## config.mk

```make
export PLATFORM = sky130hd
export DESIGN_NAME = percentile_byte_dequantizer
export DESIGN_NICKNAME = d
export VERILOG_FILES = /design/src/rtl/core/pbdq_pkg.sv /design/src/rtl/core/pbdq_ctrl.sv /design/src/rtl/core/pbdq_hdr.sv /design/src/rtl/core/pbdq_interp.sv /design/src/rtl/core/percentile_byte_dequantizer.sv
export SDC_FILE = /design/constraint.sdc
export NUM_CORES = 2
export LEC_CHECK = 0
export BUFFER_PORTS_ARGS = -buffer_cell sky130_fd_sc_hd__buf_2
export CELL_PAD_IN_SITES_DETAIL_PLACEMENT = 1
export CELL_PAD_IN_SITES_GLOBAL_PLACEMENT = 2
export CORE_MARGIN = 4
export CORE_UTILIZATION = 43
export CTS_CLUSTER_SIZE = 8
export DETAILED_ROUTE_END_ITERATION = 10
export PLACE_DENSITY_LB_ADDON = 0.08
export SLEW_MARGIN = 20
export SYNTH_ARGS = -nofsm -noshare
export SYNTH_HDL_FRONTEND = slang
export SYNTH_SLANG_ARGS = --single-unit
```

## constraint.sdc

```tcl
create_clock -name clk_i -period 10.38 [get_ports clk_i]
set_input_delay 1.038 -clock clk_i [delete_from_list [all_inputs] [get_ports clk_i]]
set_output_delay 1.038 -clock clk_i [all_outputs]
set_load 0.02 [all_outputs]
```

## src/rtl/core/pbdq_pkg.sv

```systemverilog
// Package for the percentile byte dequantizer: shared types, constants and
// the Q16.16 saturation helper. No dependencies.
`default_nettype none

package pbdq_pkg;

  // Matrix geometry and stream layout
  localparam logic [15:0] COLUMNS   = 16'd40;
  localparam logic [2:0]  HDR_WORDS = 3'd4;

  // Configuration register indexes
  localparam logic [1:0] REG_GLOBAL_MIN   = 2'd0;
  localparam logic [1:0] REG_GLOBAL_RANGE = 2'd1;
  localparam logic [1:0] REG_ROWS_PER_COL = 2'd2;

  // Reset values of the configuration registers
  localparam logic signed [31:0] GLOBAL_MIN_RST   = 32'sd0;
  localparam logic signed [31:0] GLOBAL_RANGE_RST = 32'sd65536;
  localparam logic [15:0]        ROWS_PER_COL_RST = 16'd1;

  // Code byte segment boundaries
  localparam logic [7:0] CODE_LOW_TOP = 8'd64;
  localparam logic [7:0] CODE_MID_TOP = 8'd192;

  // Segment codes
  localparam logic [1:0] SEG_LOW  = 2'd0;
  localparam logic [1:0] SEG_MID  = 2'd1;
  localparam logic [1:0] SEG_HIGH = 2'd2;

  // Divisor of the upper segment, and of a header word
  localparam logic [7:0]  DIV_HIGH = 8'd63;
  localparam logic [17:0] DIV_HDR  = 18'd65535;

  localparam logic signed [35:0] SAT_MAX = 36'sh0_7FFF_FFFF;
  localparam logic signed [35:0] SAT_MIN = -36'sh0_8000_0000;

  // One stream word with its decoded role and column flags
  typedef struct packed {
    logic        hdr;
    logic [1:0]  idx;
    logic [15:0] word;
    logic        lic;
    logic        lim;
  } item_t;

  // The four percentiles of the current column
  typedef struct packed {
    logic signed [31:0] p0;
    logic signed [31:0] p1;
    logic signed [31:0] p2;
    logic signed [31:0] p3;
  } pct_t;

  function automatic logic signed [31:0] sat32(input logic signed [35:0] v);
    logic signed [31:0] r;
    if (v > SAT_MAX) begin
      r = SAT_MAX[31:0];
    end else if (v < SAT_MIN) begin
      r = SAT_MIN[31:0];
    end else begin
      r = v[31:0];
    end
    return r;
  endfunction

endpackage

`default_nettype wire

```

## src/rtl/core/pbdq_ctrl.sv

```systemverilog
// Stream control: configuration registers, header/row/column counters and
// the input register. Depends on pbdq_pkg.
`default_nettype none

module pbdq_ctrl (
  input  wire logic                clk_i,
  input  wire logic                rst_ni,
  input  wire logic                cfg_valid_i,
  input  wire logic [1:0]          cfg_index_i,
  input  wire logic [31:0]         cfg_data_i,
  input  wire logic                accept_i,
  input  wire logic                ld_i,
  input  wire logic [15:0]         word_i,
  output pbdq_pkg::item_t          item_o,
  output logic signed [31:0]       global_min_o,
  output logic signed [31:0]       global_range_o
);

  logic signed [31:0] gmin_q, grange_q;
  logic [15:0]        rows_q;
  logic [2:0]         hc_q, hc_d;
  logic [15:0]        row_q, row_d;
  logic [15:0]        col_q, col_d;
  logic [15:0]        row_inc, col_inc;
  pbdq_pkg::item_t    item_d, item_q;

  always_ff @(posedge clk_i or negedge rst_ni) begin
    if (!rst_ni) begin
      gmin_q   <= pbdq_pkg::GLOBAL_MIN_RST;
      grange_q <= pbdq_pkg::GLOBAL_RANGE_RST;
      rows_q   <= pbdq_pkg::ROWS_PER_COL_RST;
    end else if (cfg_valid_i) begin
      case (cfg_index_i)
        pbdq_pkg::REG_GLOBAL_MIN:   gmin_q   <= cfg_data_i;
        pbdq_pkg::REG_GLOBAL_RANGE: grange_q <= cfg_data_i;
        pbdq_pkg::REG_ROWS_PER_COL: rows_q   <= cfg_data_i[15:0];
        default: ;
      endcase
    end
  end

  assign row_inc = row_q + 16'd1;
  assign col_inc = col_q + 16'd1;

  always_comb begin
    item_d      = '0;
    item_d.word = word_i;
    item_d.idx  = hc_q[1:0];
    hc_d        = hc_q;
    row_d       = row_q;
    col_d       = col_q;
    if (hc_q < pbdq_pkg::HDR_WORDS) begin
      item_d.hdr = 1'b1;
      hc_d       = hc_q + 3'd1;
    end else if (row_inc == rows_q) begin
      // a zero row count only matches after the counter wraps
      item_d.lic = 1'b1;
      row_d      = '0;
      hc_d       = '0;
      if (col_inc == pbdq_pkg::COLUMNS) begin
        item_d.lim = 1'b1;
        col_d      = '0;
      end else begin
        col_d = col_inc;
      end
    end else begin
      row_d = row_inc;
    end
  end

  always_ff @(posedge clk_i or negedge rst_ni) begin
    if (!rst_ni) begin
      hc_q  <= '0;
      row_q <= '0;
      col_q <= '0;
    end else if (accept_i) begin
      hc_q  <= hc_d;
      row_q <= row_d;
      col_q <= col_d;
    end
  end

  always_ff @(posedge clk_i) begin
    if (ld_i) begin
      item_q <= item_d;
    end
  end

  assign item_o         = item_q;
  assign global_min_o   = gmin_q;
  assign global_range_o = grange_q;

endmodule

`default_nettype wire

```

## src/rtl/core/pbdq_hdr.sv

```systemverilog
// Header path: percentile = sat(min + trunc(range * word / 65535)) over three
// stages, plus the four-entry percentile store. Depends on pbdq_pkg.
`default_nettype none

module pbdq_hdr (
  input  wire logic               clk_i,
  input  wire logic               ld1_i,
  input  wire logic               ld2_i,
  input  wire logic               we_i,
  input  wire logic [1:0]         idx_i,
  input  wire logic [15:0]        word_i,
  input  wire logic signed [31:0] global_min_i,
  input  wire logic signed [31:0] global_range_i,
  output pbdq_pkg::pct_t          pct_o
);

  // stage 1: product
  logic signed [48:0] prod1_d, prod1_q;
  // stage 2: magnitude and quotient estimate
  logic [48:0]        abs2;
  logic [47:0]        mag2_d, mag2_q;
  logic [48:0]        sum2;
  logic [32:0]        q2_q;
  logic               neg2_q;
  // stage 3: correction, sign, offset, saturation
  logic [49:0]        rem3;
  logic               fix3;
  logic [33:0]        qc3;
  logic signed [35:0] qs3, val3;
  pbdq_pkg::pct_t     pct_q;

  assign prod1_d = global_range_i * $signed({1'b0, word_i});

  always_ff @(posedge clk_i) begin
    if (ld1_i) begin
      prod1_q <= prod1_d;
    end
  end

  // x/65535 = x/2^16 * (1 + 2^-16 + 2^-32 + ...); the estimate is at most one low
  assign abs2   = prod1_q[48] ? (49'd0 - prod1_q) : prod1_q;
  assign mag2_d = abs2[47:0];
  assign sum2   = {1'b0, mag2_d} + {17'b0, mag2_d[47:16]} + {33'b0, mag2_d[47:32]};

  always_ff @(posedge clk_i) begin
    if (ld2_i) begin
      mag2_q <= mag2_d;
      q2_q   <= sum2[48:16];
      neg2_q <= prod1_q[48];
    end
  end

  assign rem3 = {2'b0, mag2_q} - {1'b0, q2_q, 16'b0} + {17'b0, q2_q};
  assign fix3 = (rem3[17:0] >= pbdq_pkg::DIV_HDR);
  assign qc3  = {1'b0, q2_q} + {33'b0, fix3};
  assign qs3  = neg2_q ? $signed(36'd0 - {2'b0, qc3}) : $signed({2'b0, qc3});
  assign val3 = $signed({{4{global_min_i[31]}}, global_min_i}) + qs3;

  always_ff @(posedge clk_i) begin
    if (we_i) begin
      case (idx_i)
        2'd0:    pct_q.p0 <= pbdq_pkg::sat32(val3);
        2'd1:    pct_q.p1 <= pbdq_pkg::sat32(val3);
        2'd2:    pct_q.p2 <= pbdq_pkg::sat32(val3);
        default: pct_q.p3 <= pbdq_pkg::sat32(val3);
      endcase
    end
  end

  assign pct_o = pct_q;

endmodule

`default_nettype wire

```

## src/rtl/core/pbdq_interp.sv

```systemverilog
// Code byte path: segment select and multiply, truncating division by
// 64, 128 or 63, offset and saturation into the result register. Depends on pbdq_pkg.
`default_nettype none

module pbdq_interp (
  input  wire logic        clk_i,
  input  wire logic        ld4_i,
  input  wire logic        ld5_i,
  input  wire logic        ld6_i,
  input  wire pbdq_pkg::item_t item_i,
  input  wire pbdq_pkg::pct_t  pct_i,
  output logic signed [31:0] value_o,
  output logic             lic_o,
  output logic             lim_o
);

  logic [7:0]         code;
  logic [1:0]         seg3;
  logic [7:0]         off3;
  logic signed [31:0] lo3, hi3;
  logic signed [32:0] diff3;
  logic signed [40:0] prod3;

  logic signed [40:0] prod4_q;
  logic signed [31:0] base4_q;
  logic [1:0]         seg4_q;
  logic               lic4_q, lim4_q;
  logic [40:0]        abs4;
  logic [39:0]        mag4;
  logic [40:0]        sum4;
  logic [33:0]        q4;

  logic [39:0]        mag5_q;
  logic [33:0]        q5_q;
  logic               neg5_q;
  logic [1:0]         seg5_q;
  logic signed [31:0] base5_q;
  logic               lic5_q, lim5_q;
  logic [41:0]        rem5;
  logic               fix5;
  logic [34:0]        qc5;
  logic signed [35:0] qs5, val5;

  logic signed [31:0] value_q;
  logic               lic_q, lim_q;

  assign code = item_i.word[7:0];

  always_comb begin
    if (code <= pbdq_pkg::CODE_LOW_TOP) begin
      seg3 = pbdq_pkg::SEG_LOW;
      lo3  = pct_i.p0;
      hi3  = pct_i.p1;
      off3 = code;
    end else if (code <= pbdq_pkg::CODE_MID_TOP) begin
      seg3 = pbdq_pkg::SEG_MID;
      lo3  = pct_i.p1;
      hi3  = pct_i.p2;
      off3 = code - pbdq_pkg::CODE_LOW_TOP;
    end else begin
      seg3 = pbdq_pkg::SEG_HIGH;
      lo3  = pct_i.p2;
      hi3  = pct_i.p3;
      off3 = code - pbdq_pkg::CODE_MID_TOP;
    end
  end

  assign diff3 = $signed({hi3[31], hi3}) - $signed({lo3[31], lo3});
  assign prod3 = diff3 * $signed({1'b0, off3});

  always_ff @(posedge clk_i) begin
    if (ld4_i) begin
      prod4_q <= prod3;
      base4_q <= lo3;
      seg4_q  <= seg3;
      lic4_q  <= item_i.lic;
      lim4_q  <= item_i.lim;
    end
  end

  // divide the magnitude, then restore the sign: truncation toward zero
  assign abs4 = prod4_q[40] ? (41'd0 - prod4_q) : prod4_q;
  assign mag4 = abs4[39:0];
  // x/63 = x/64 * (1 + 2^-6 + 2^-12 + ...); at most one low before correction
  assign sum4 = {1'b0, mag4} + {7'b0, mag4[39:6]} + {13'b0, mag4[39:12]}
              + {19'b0, mag4[39:18]} + {25'b0, mag4[39:24]} + {31'b0, mag4[39:30]}
              + {37'b0, mag4[39:36]};

  always_comb begin
    case (seg4_q)
      pbdq_pkg::SEG_LOW: q4 = mag4[39:6];
      pbdq_pkg::SEG_MID: q4 = {1'b0, mag4[39:7]};
      default:           q4 = sum4[39:6];
    endcase
  end

  always_ff @(posedge clk_i) begin
    if (ld5_i) begin
      mag5_q  <= mag4;
      q5_q    <= q4;
      neg5_q  <= prod4_q[40];
      seg5_q  <= seg4_q;
      base5_q <= base4_q;
      lic5_q  <= lic4_q;
      lim5_q  <= lim4_q;
    end
  end

  assign rem5 = {2'b0, mag5_q} - {2'b0, q5_q, 6'b0} + {8'b0, q5_q};
  assign fix5 = (seg5_q == pbdq_pkg::SEG_HIGH) && (rem5[7:0] >= pbdq_pkg::DIV_HIGH);
  assign qc5  = {1'b0, q5_q} + {34'b0, fix5};
  assign qs5  = neg5_q ? $signed(36'd0 - {1'b0, qc5}) : $signed({1'b0, qc5});
  assign val5 = $signed({{4{base5_q[31]}}, base5_q}) + qs5;

  always_ff @(posedge clk_i) begin
    if (ld6_i) begin
      value_q <= pbdq_pkg::sat32(val5);
      lic_q   <= lic5_q;
      lim_q   <= lim5_q;
    end
  end

  assign value_o = value_q;
  assign lic_o   = lic_q;
  assign lim_o   = lim_q;

endmodule

`default_nettype wire

```

## src/rtl/core/percentile_byte_dequantizer.sv

```systemverilog
// Percentile byte dequantizer, top level: handshake and stage valid chain.
// Depends on pbdq_pkg, pbdq_ctrl, pbdq_hdr and pbdq_interp.
//
// Takes one stream word per cycle, sustained while the output does not
// stall. Each column opens with four header words that set the column's
// percentiles and give no result; the code bytes that follow each give one
// Q16.16 result, with flags for the last row of a column and of the matrix.
// A result passes through the input register and the six stages behind it
// (multiply, divide estimate, then correct and store for headers as they
// leave the second stage; select and multiply, divide, correct and saturate
// for code bytes in the last four). A stalled output fills the empty stages
// first, so the input keeps taking words until the pipeline is full.
// Configuration writes are always accepted and belong to idle time.
`default_nettype none

module percentile_byte_dequantizer (
  input  wire logic        clk_i,
  input  wire logic        rst_ni,
  input  wire logic        cfg_valid_i,
  output logic             cfg_ready_o,
  input  wire logic [1:0]  cfg_index_i,
  input  wire logic [31:0] cfg_data_i,
  input  wire logic        in_valid_i,
  output logic             in_stall_o,
  input  wire logic [15:0] word_i,
  output logic             out_valid_o,
  input  wire logic        out_stall_i,
  output logic signed [31:0] value_o,
  output logic             last_in_column_o,
  output logic             last_in_matrix_o
);

  logic [6:0]         v_q;
  logic [6:0]         rdy;
  logic               accept;
  pbdq_pkg::item_t    s0, s1_q, s2_q, s3_q;
  pbdq_pkg::pct_t     pct;
  logic signed [31:0] gmin, grange;
  logic               hdr_we;

  // a stage loads when it is empty or its contents move on
  assign rdy[6] = !v_q[6] || !out_stall_i;
  assign rdy[5] = !v_q[5] || rdy[6];
  assign rdy[4] = !v_q[4] || rdy[5];
  assign rdy[3] = !v_q[3] || rdy[4];
  assign rdy[2] = !v_q[2] || rdy[3];
  assign rdy[1] = !v_q[1] || rdy[2];
  assign rdy[0] = !v_q[0] || rdy[1];

  assign accept      = in_valid_i && rdy[0];
  assign in_stall_o  = !rdy[0];
  assign cfg_ready_o = 1'b1;
  assign out_valid_o = v_q[6];
  // header requests write their percentile as they leave stage two
  assign hdr_we      = v_q[2] && s2_q.hdr && rdy[3];

  always_ff @(posedge clk_i or negedge rst_ni) begin
    if (!rst_ni) begin
      v_q <= '0;
    end else begin
      if (rdy[0]) v_q[0] <= in_valid_i;
      if (rdy[1]) v_q[1] <= v_q[0];
      if (rdy[2]) v_q[2] <= v_q[1];
      if (rdy[3]) v_q[3] <= v_q[2];
      if (rdy[4]) v_q[4] <= v_q[3] && !s3_q.hdr;
      if (rdy[5]) v_q[5] <= v_q[4];
      if (rdy[6]) v_q[6] <= v_q[5];
    end
  end

  always_ff @(posedge clk_i) begin
    if (rdy[1]) s1_q <= s0;
    if (rdy[2]) s2_q <= s1_q;
    if (rdy[3]) s3_q <= s2_q;
  end

  pbdq_ctrl u_ctrl (
    .clk_i          (clk_i),
    .rst_ni         (rst_ni),
    .cfg_valid_i    (cfg_valid_i),
    .cfg_index_i    (cfg_index_i),
    .cfg_data_i     (cfg_data_i),
    .accept_i       (accept),
    .ld_i           (rdy[0]),
    .word_i         (word_i),
    .item_o         (s0),
    .global_min_o   (gmin),
    .global_range_o (grange)
  );

  pbdq_hdr u_hdr (
    .clk_i          (clk_i),
    .ld1_i          (rdy[1]),
    .ld2_i          (rdy[2]),
    .we_i           (hdr_we),
    .idx_i          (s2_q.idx),
    .word_i         (s0.word),
    .global_min_i   (gmin),
    .global_range_i (grange),
    .pct_o          (pct)
  );

  pbdq_interp u_interp (
    .clk_i   (clk_i),
    .ld4_i   (rdy[4]),
    .ld5_i   (rdy[5]),
    .ld6_i   (rdy[6]),
    .item_i  (s3_q),
    .pct_i   (pct),
    .value_o (value_o),
    .lic_o   (last_in_column_o),
    .lim_o   (last_in_matrix_o)
  );

  a_lim_implies_lic: assert property (@(posedge clk_i) disable iff (!rst_ni)
    out_valid_o && last_in_matrix_o |-> last_in_column_o)
    else $error("matrix end flagged without column end");

  a_hdr_no_result: assert property (@(posedge clk_i) disable iff (!rst_ni)
    v_q[3] && s3_q.hdr && rdy[4] |=> !v_q[4])
    else $error("header request passed into the code path");

  a_empty_takes: assert property (@(posedge clk_i) disable iff (!rst_ni)
    !v_q[0] |-> !in_stall_o)
    else $error("input stalled with an empty input stage");

endmodule

`default_nettype wire
```

* Yosys cells after proc, flatten, opt, wreduce, memory -nomap -nowiden
Cells that the tools add are included.
** Storage, ports and cells
- Input bits :: 55
- Bits in registers :: 599
** Operators by class
- $add $sub $neg :: 26
- Magnitude comparators :: 9
- Muxes and demuxes :: 22
- Multiply operators :: 2
- Reductions and logical operators :: 38
- Eq/ne operators :: 8
- Bitwise operators :: 3
** Operator list (count)
- 32-bit 2-to-1 mux :: 7
- 32-bit by 36-bit adder with 36-bit output :: 2
- 36-bit by 32-bit > comparator with 1-bit output, second input constant :: 2
- 36-bit by 32-bit less-than comparator with 1-bit output, second input constant :: 2
- 36-bit 2-to-1 mux :: 2
- 34-bit one-hot mux with 2 select lines :: 1
- 48-bit by 32-bit adder with 49-bit output :: 1
- 49-bit by 16-bit adder with 49-bit output :: 1
- 32-bit by 17-bit multiplier with 49-bit output :: 1
- 48-bit 2-to-1 mux :: 1
- 1-bit by 48-bit subtractor with 48-bit output, first input constant :: 1
- 33-bit by 9-bit multiplier with 41-bit output :: 1
- 40-bit by 10-bit adder with 40-bit output :: 1
- 40-bit by 16-bit adder with 40-bit output :: 1
- 40-bit by 22-bit adder with 40-bit output :: 1
- 40-bit by 28-bit adder with 40-bit output :: 1
- 40-bit by 34-bit adder with 40-bit output :: 1
- 40-bit by 4-bit adder with 40-bit output :: 1
- 40-bit 2-to-1 mux :: 1
- 1-bit by 40-bit subtractor with 40-bit output, first input constant :: 1
- 1-bit by 35-bit subtractor with 36-bit output, first input constant :: 1
- 34-bit by 1-bit adder with 35-bit output :: 1
- 1-bit by 34-bit subtractor with 35-bit output, first input constant :: 1
- 33-bit by 1-bit adder with 34-bit output :: 1
- other kinds (33) :: 74

* Longest topological paths before layout
- Word-level depth :: 10
- Mapped depth :: 41
- Mapped depth without buffers :: 37

* By module
Synthesis repeated with hierarchy kept, for this count alone.
** Unflattened totals
- Cell total of the unflattened synthesis :: 6973
- Area total of the unflattened synthesis :: 68517.0 um^2
** Modules (own cells, without submodules)
- pbdq_hdr :: times used 1, cells an instance 3403, area an instance 32642.6 um^2, sequential area each 6876.6 um^2
- pbdq_interp :: times used 1, cells an instance 2951, area an instance 27278.7 um^2, sequential area each 5705.5 um^2
- pbdq_ctrl :: times used 1, cells an instance 524, area an instance 6374.9 um^2, sequential area each 3510.9 um^2
- percentile_byte_dequantizer :: times used 1, cells an instance 95, area an instance 2220.9 um^2, sequential area each 2067.0 um^2

* Worst setup path before layout
No wires, ideal clock.
- Path kind :: register to register
- Start :: register s3_q[3] (netlist bit)
- End :: register u_interp.prod4_q[40] (data pin)
- Clock period less this slack :: 8.909 ns
- Setup time :: 0.260 ns
- Data arrival time :: 8.649 ns
- Path buffers :: 4
- Stages on the path, launching flop included :: 40
- Path slack :: 1.471 ns
- Cells stage by stage :: edfxtp_1 clkbuf_1 nor2_1 and3_1 a21o_1 a21oi_1 clkbuf_1 clkbuf_1 a222oi_1 inv_1 ha_1 inv_1 fa_1 a21o_1 a21oi_1 o21bai_1 a2111oi_0 or3_1 [4 not listed] clkbuf_1 nand2_1 fa_1 inv_1 fa_1 inv_1 fa_1 fa_1 inv_1 ha_1 and4_1 and2_1 nand2_1 a211oi_1 nor3_1 o31ai_1 a21oi_1 xnor2_1
** On the way
- Longest elaborated chain between the ends :: 5
- Elaborated cells on any way between the ends :: 12
- Those cells by class :: 3 x add/sub; 1 x mul; 2 x order compare; 6 x mux
** Ends and longest elaborated chain
- start, declared :: line percentile_byte_dequantizer.sv:36 : pbdq_pkg::item_t s0, s1_q, s2_q, s3_q;
- start signal, assigned :: line percentile_byte_dequantizer.sv:74 : if (rdy[3]) s3_q <= s2_q;
- 8-bit <= comparator :: line pbdq_interp.sv:55 : end else if (code <= pbdq_pkg::CODE_MID_TOP) begin
- 32-bit 2-to-1 mux :: line pbdq_interp.sv:55
- 32-bit 2-to-1 mux (*) :: line pbdq_interp.sv:50 : if (code <= pbdq_pkg::CODE_LOW_TOP) begin
- net u_interp.lo3[0] :: line pbdq_interp.sv:20 : logic signed [31:0] lo3, hi3;
- 32-bit by 32-bit subtractor with 33-bit output (*) :: line pbdq_interp.sv:68 : assign diff3 = $signed({hi3[31], hi3}) - $signed({lo3[31], lo3});
- 33-bit by 9-bit multiplier with 41-bit output (*) :: line pbdq_interp.sv:69 : assign prod3 = diff3 * $signed({1'b0, off3});
- net u_interp.prod3[40] :: line pbdq_interp.sv:22 : logic signed [40:0] prod3;
- end signal, assigned :: line pbdq_interp.sv:73 : prod4_q <= prod3;
- end, declared :: line pbdq_interp.sv:24 : logic signed [40:0] prod4_q;
Mark *: on every way through the listed nets, which the timed path passes. The rest lies on a longest branch.
A chain may end at the register's enable or synchronous reset.

* Worst setup path in the final report
- Start :: register u_interp.q5_q[2]
- End :: register u_interp.value_q[2], in the netlist u_interp.value_o[2] (data pin)
** On the way
- Longest elaborated chain between the ends :: 9
- Elaborated cells on any way between the ends :: 10
- Those cells by class :: 4 x add/sub; 3 x order compare; 2 x mux; 1 x reduce/logical
** Ends and longest elaborated chain
- start, declared :: line pbdq_interp.sv:34 : logic [33:0] q5_q;
- start signal, assigned :: line pbdq_interp.sv:100 : q5_q <= q4;
- 8-bit adder :: line pbdq_interp.sv:109 : assign rem5 = {2'b0, mag5_q} - {2'b0, q5_q, 6'b0} + {8'b0, q5_q};
- 8-bit by 6-bit greater-or-equal comparator with 1-bit output :: line pbdq_interp.sv:110 : assign fix5 = (seg5_q == pbdq_pkg::SEG_HIGH) && (rem5[7:0] >= pbdq_pkg::DIV_HIGH);
- 1-bit logical AND :: line pbdq_interp.sv:110
- 34-bit by 1-bit adder with 35-bit output (*) :: line pbdq_interp.sv:111 : assign qc5 = {1'b0, q5_q} + {34'b0, fix5};
- 1-bit by 35-bit subtractor with 36-bit output :: line pbdq_interp.sv:112 : assign qs5 = neg5_q ? $signed(36'd0 - {1'b0, qc5}) : $signed({1'b0, qc5});
- 36-bit 2-to-1 mux (*) :: line pbdq_interp.sv:112
- 32-bit by 36-bit adder with 36-bit output (*) :: line pbdq_interp.sv:113 : assign val5 = $signed({{4{base5_q[31]}}, base5_q}) + qs5;
- 36-bit by 32-bit less-than comparator with 1-bit output :: line pbdq_pkg.sv:58 : end else if (v < SAT_MIN) begin
- 32-bit 2-to-1 mux :: line pbdq_pkg.sv:58
- end signal, assigned :: line pbdq_interp.sv:117 : value_q <= pbdq_pkg::sat32(val5);
- end, declared :: line pbdq_interp.sv:44 : logic signed [31:0] value_q;
Mark *: on every way between the ends. The rest lies on a longest branch, timed or not.

==> flow_summary.ini <==
[outcome]
status = finished clean

[worst_setup_path]
crit-reg2reg-launch = u_interp.q5_q[2]$_DFFE_PP_
crit_arrival_ns = 10.05
reg2reg_to = u_interp.value_o[2]$_SDFFCE_PN1P_
worstSetupPathType = reg2reg
cp.required_ns = 10.83
rr_worst_depth = 34
crit_path_end_kind = register
critical-path-max-stage-delay_ns = 0.70
crit_buf_inv = 3
path_delay_family = compound AO/OA/AOI/OAI gates
timing.reg2reg.setup_slack_ns = 0.77
crit_path_frequent_cell = ha_1
crit_fanout = 31
start_kind = register
slowest_stage = edfxtp_1

[yosys]
synth_warnings = 0
synthCells = 7176
synth_edf_count = 477
ys_ff_latch = 599
yosys_most_used_dff = edfxtp_1
syn_nets = 8526
avgSynthCellArea_sq_um = 9.567
syn-cell-area_sq_um = 68650
async_flop_share_pct = 20.37
yosysSeqAreaShare_pct = 25.31
synth_cell_type_count = 105

[grt]
top_usage_layer = met2
globalRouteOverflowTotal = 0
grt_max_degree = 74
grt.total_usage_pct = 25.49
grtUsageMet1_pct = 29.58
met3_usage_pct = 2.242
grt_pass1_vias = 56130
antenna_found_initial = 9
use_met2_pct = 48.60
grt_pass1_wl_um = 331000

[sta]
skew_ns = 0.07918
hold_viol = 0
finalMaxSlewViolations = 0
fmax_mhz = 104.1
layout_worst_path_cycle_share_pct = 92.56
worst_pin_slew_ns = 1.163
setup_viol = 0
maxSlewHeadroom_pct = 20.47
layout_min_cycle_time_ns = 9.608

[die]
coreArea_sq_um = 158600
io_pins = 92
dieArea_sq_um = 166100
die_height_um = 407.6
row_count = 146
die-width_um = 407.6
start_util_pct = 43.30

[cts]
clk_pin_slew_ns = 0.06
clkSinkCount = 599
cts_buffers = 89
cts_setup_buffers = 0
cts_tree = yes
root_buffer = clkbuf_16
clk_latency_ns = 0.74
cts_hold_buf = 0
clockBufferDepth = 3
cts_resized = 0
cts_max_level = 3

[layout]
layout_commonest_cell = inv_1
fin_nets = 8576
multi_input_area_sq_um = 45930
area.sequential_sq_um = 17380
final_cells = 9359
area_growth_pct = 8.717
final_cell_mix = inv_1, fa_1, nand2_1, ha_1, edfxtp_1
fillCellCount = 17920
drive_above_1_share_pct = 7.439
fin_util_pct = 47.07

[route]
drt-total-wl_um = 211300
post_drt_wl_per_cell_um = 22.58
vias_per_cell = 5.495
drt-initial-drc-count = 2527
antenna_left = 0
routed-via-count = 51420
drc_errors = 0
dr.pass1.iters = 9

[place]
place.gp.congestion = 0.8925
place_hpwl_um = 173200
place_inst = 9207
portBuffers = 90

[min_path]
min_path_type = in2async

[run]
cap_viol_max_count = 0
## state kept, by name (all words and copies together), names as in the netlist, 18 cells and up
name                   count
u_interp.value_o          32
u_ctrl.item_o             21
u_hdr.q2_q                33
u_ctrl.global_range_o     32
u_interp.base4_q          32
u_interp.prod4_q          41
u_ctrl.global_min_o       32
u_hdr.prod1_q             49
u_hdr.mag2_q              18
u_interp.q5_q             34
u_interp.base5_q          32
u_hdr.pct_o              128
## area by class of cell
type                    count  share of cell area (%)
multi-input cells        5108                   61.53
inverters                1213                   6.107
clock inverters            15                  0.3872
well taps                2072                   3.473
repair buffers            215                   1.936
diodes                      1                0.003353
flip-flops and latches    599                   23.28
clock buffers             136                   3.274
## Yosys cell counts (19+ instances only)
| master | instances | share of area (%) |
|---|---|---|
| inv_1 | 1210 | 6.6 |
| fa_1 | 778 | 23 |
| nand2_1 | 678 | 3.7 |
| ha_1 | 517 | 9.4 |
| edfxtp_1 | 477 | 21 |
| xnor2_1 | 338 | 4.3 |
| and2_1 | 328 | 3.0 |
| o21ai_0 | 309 | 2.3 |
| a21oi_1 | 279 | 2.0 |
| nor2_1 | 254 | 1.4 |
| clkbuf_1 | 221 | 1.2 |
| nand3_1 | 164 | 1.2 |
| xor2_1 | 138 | 1.8 |
| a21o_1 | 134 | 1.5 |
| dfrtp_1 | 120 | 4.4 |
| nor3_1 | 92 | 0.67 |
| mux2_2 | 82 | 1.3 |
| nand2b_1 | 76 | 0.69 |
| nor2b_1 | 73 | 0.67 |
| and3_1 | 72 | 0.66 |
| a222oi_1 | 64 | 0.93 |
| o31ai_1 | 61 | 0.67 |
| a31oi_1 | 47 | 0.43 |
| nand4_1 | 46 | 0.42 |
| a211oi_1 | 41 | 0.45 |
| nor4_1 | 38 | 0.35 |
| or3_1 | 35 | 0.32 |
| o211ai_1 | 34 | 0.37 |
| o21ai_2 | 31 | 0.40 |
| o21a_1 | 30 | 0.33 |
| or4_1 | 27 | 0.30 |
| o21bai_1 | 26 | 0.28 |
| or2_2 | 24 | 0.22 |
| and4_1 | 19 | 0.24 |
## per-stage QoR
step                      instance area (sq um)  setup slack (ns)  hold slack (ns)  setup TNS [ns]
after detailed placement                  71780            0.2747           0.4062               0
after global routing                      74640         -0.009457           0.3910       -0.009457
after CTS                                 74510            0.2507           0.3408               0
final                                     74640            0.7723           0.3589               0
after floorplan                           68650             1.471           0.3992               0
after global placement                    71780            0.3150           0.4034               0
## layer usage
| layer | vias to the layer above | part of all wire [%] |
|---|---|---|
| li1 | 24090 | - |
| met1 | 26220 | 40 |
| met2 | 800 | 53 |
| met3 | 314 | 2.4 |
| met4 | 2 | 4.1 |
| met5 | - | 0.0062 |
## worst max path at each step
stage	startpoint	endpoint	slack, ns	depth (start not counted)
floorplan	s3_q[3]$_DFFE_PP_	u_interp.prod4_q[40]$_DFFE_PP_	1.47	39
global placement	u_hdr.q2_q[14]$_DFFE_PP_	u_hdr.pct_o[102]$_DFFE_PP_	0.32	37
detailed placement	u_hdr.q2_q[14]$_DFFE_PP_	u_hdr.pct_o[87]$_DFFE_PP_	0.27	37
CTS	u_hdr.q2_q[14]$_DFFE_PP_	u_hdr.pct_o[23]$_DFFE_PP_	0.25	37
global route	u_interp.q5_q[2]$_DFFE_PP_	u_interp.value_o[2]$_SDFFCE_PN1P_	-0.009	34
finish	u_interp.q5_q[2]$_DFFE_PP_	u_interp.value_o[2]$_SDFFCE_PN1P_	0.77	34
## cell families after synthesis
family / count (synthesis) / share of synthesized area [%]
compound gates: 1253 / 12.21
xor+xnor: 476 / 6.073
fa+ha+maj: 1295 / 32.11
buf+inv: 1469 / 8.139
flops: 599 / 25.31
mux: 97 / 1.564
other cells: 1 / 0.005462
simple gates: 1986 / 14.58
Power is left out: the tool's default activity adds up to more than one toggle a clock period on the data nets, which glitch-free logic cannot reach.
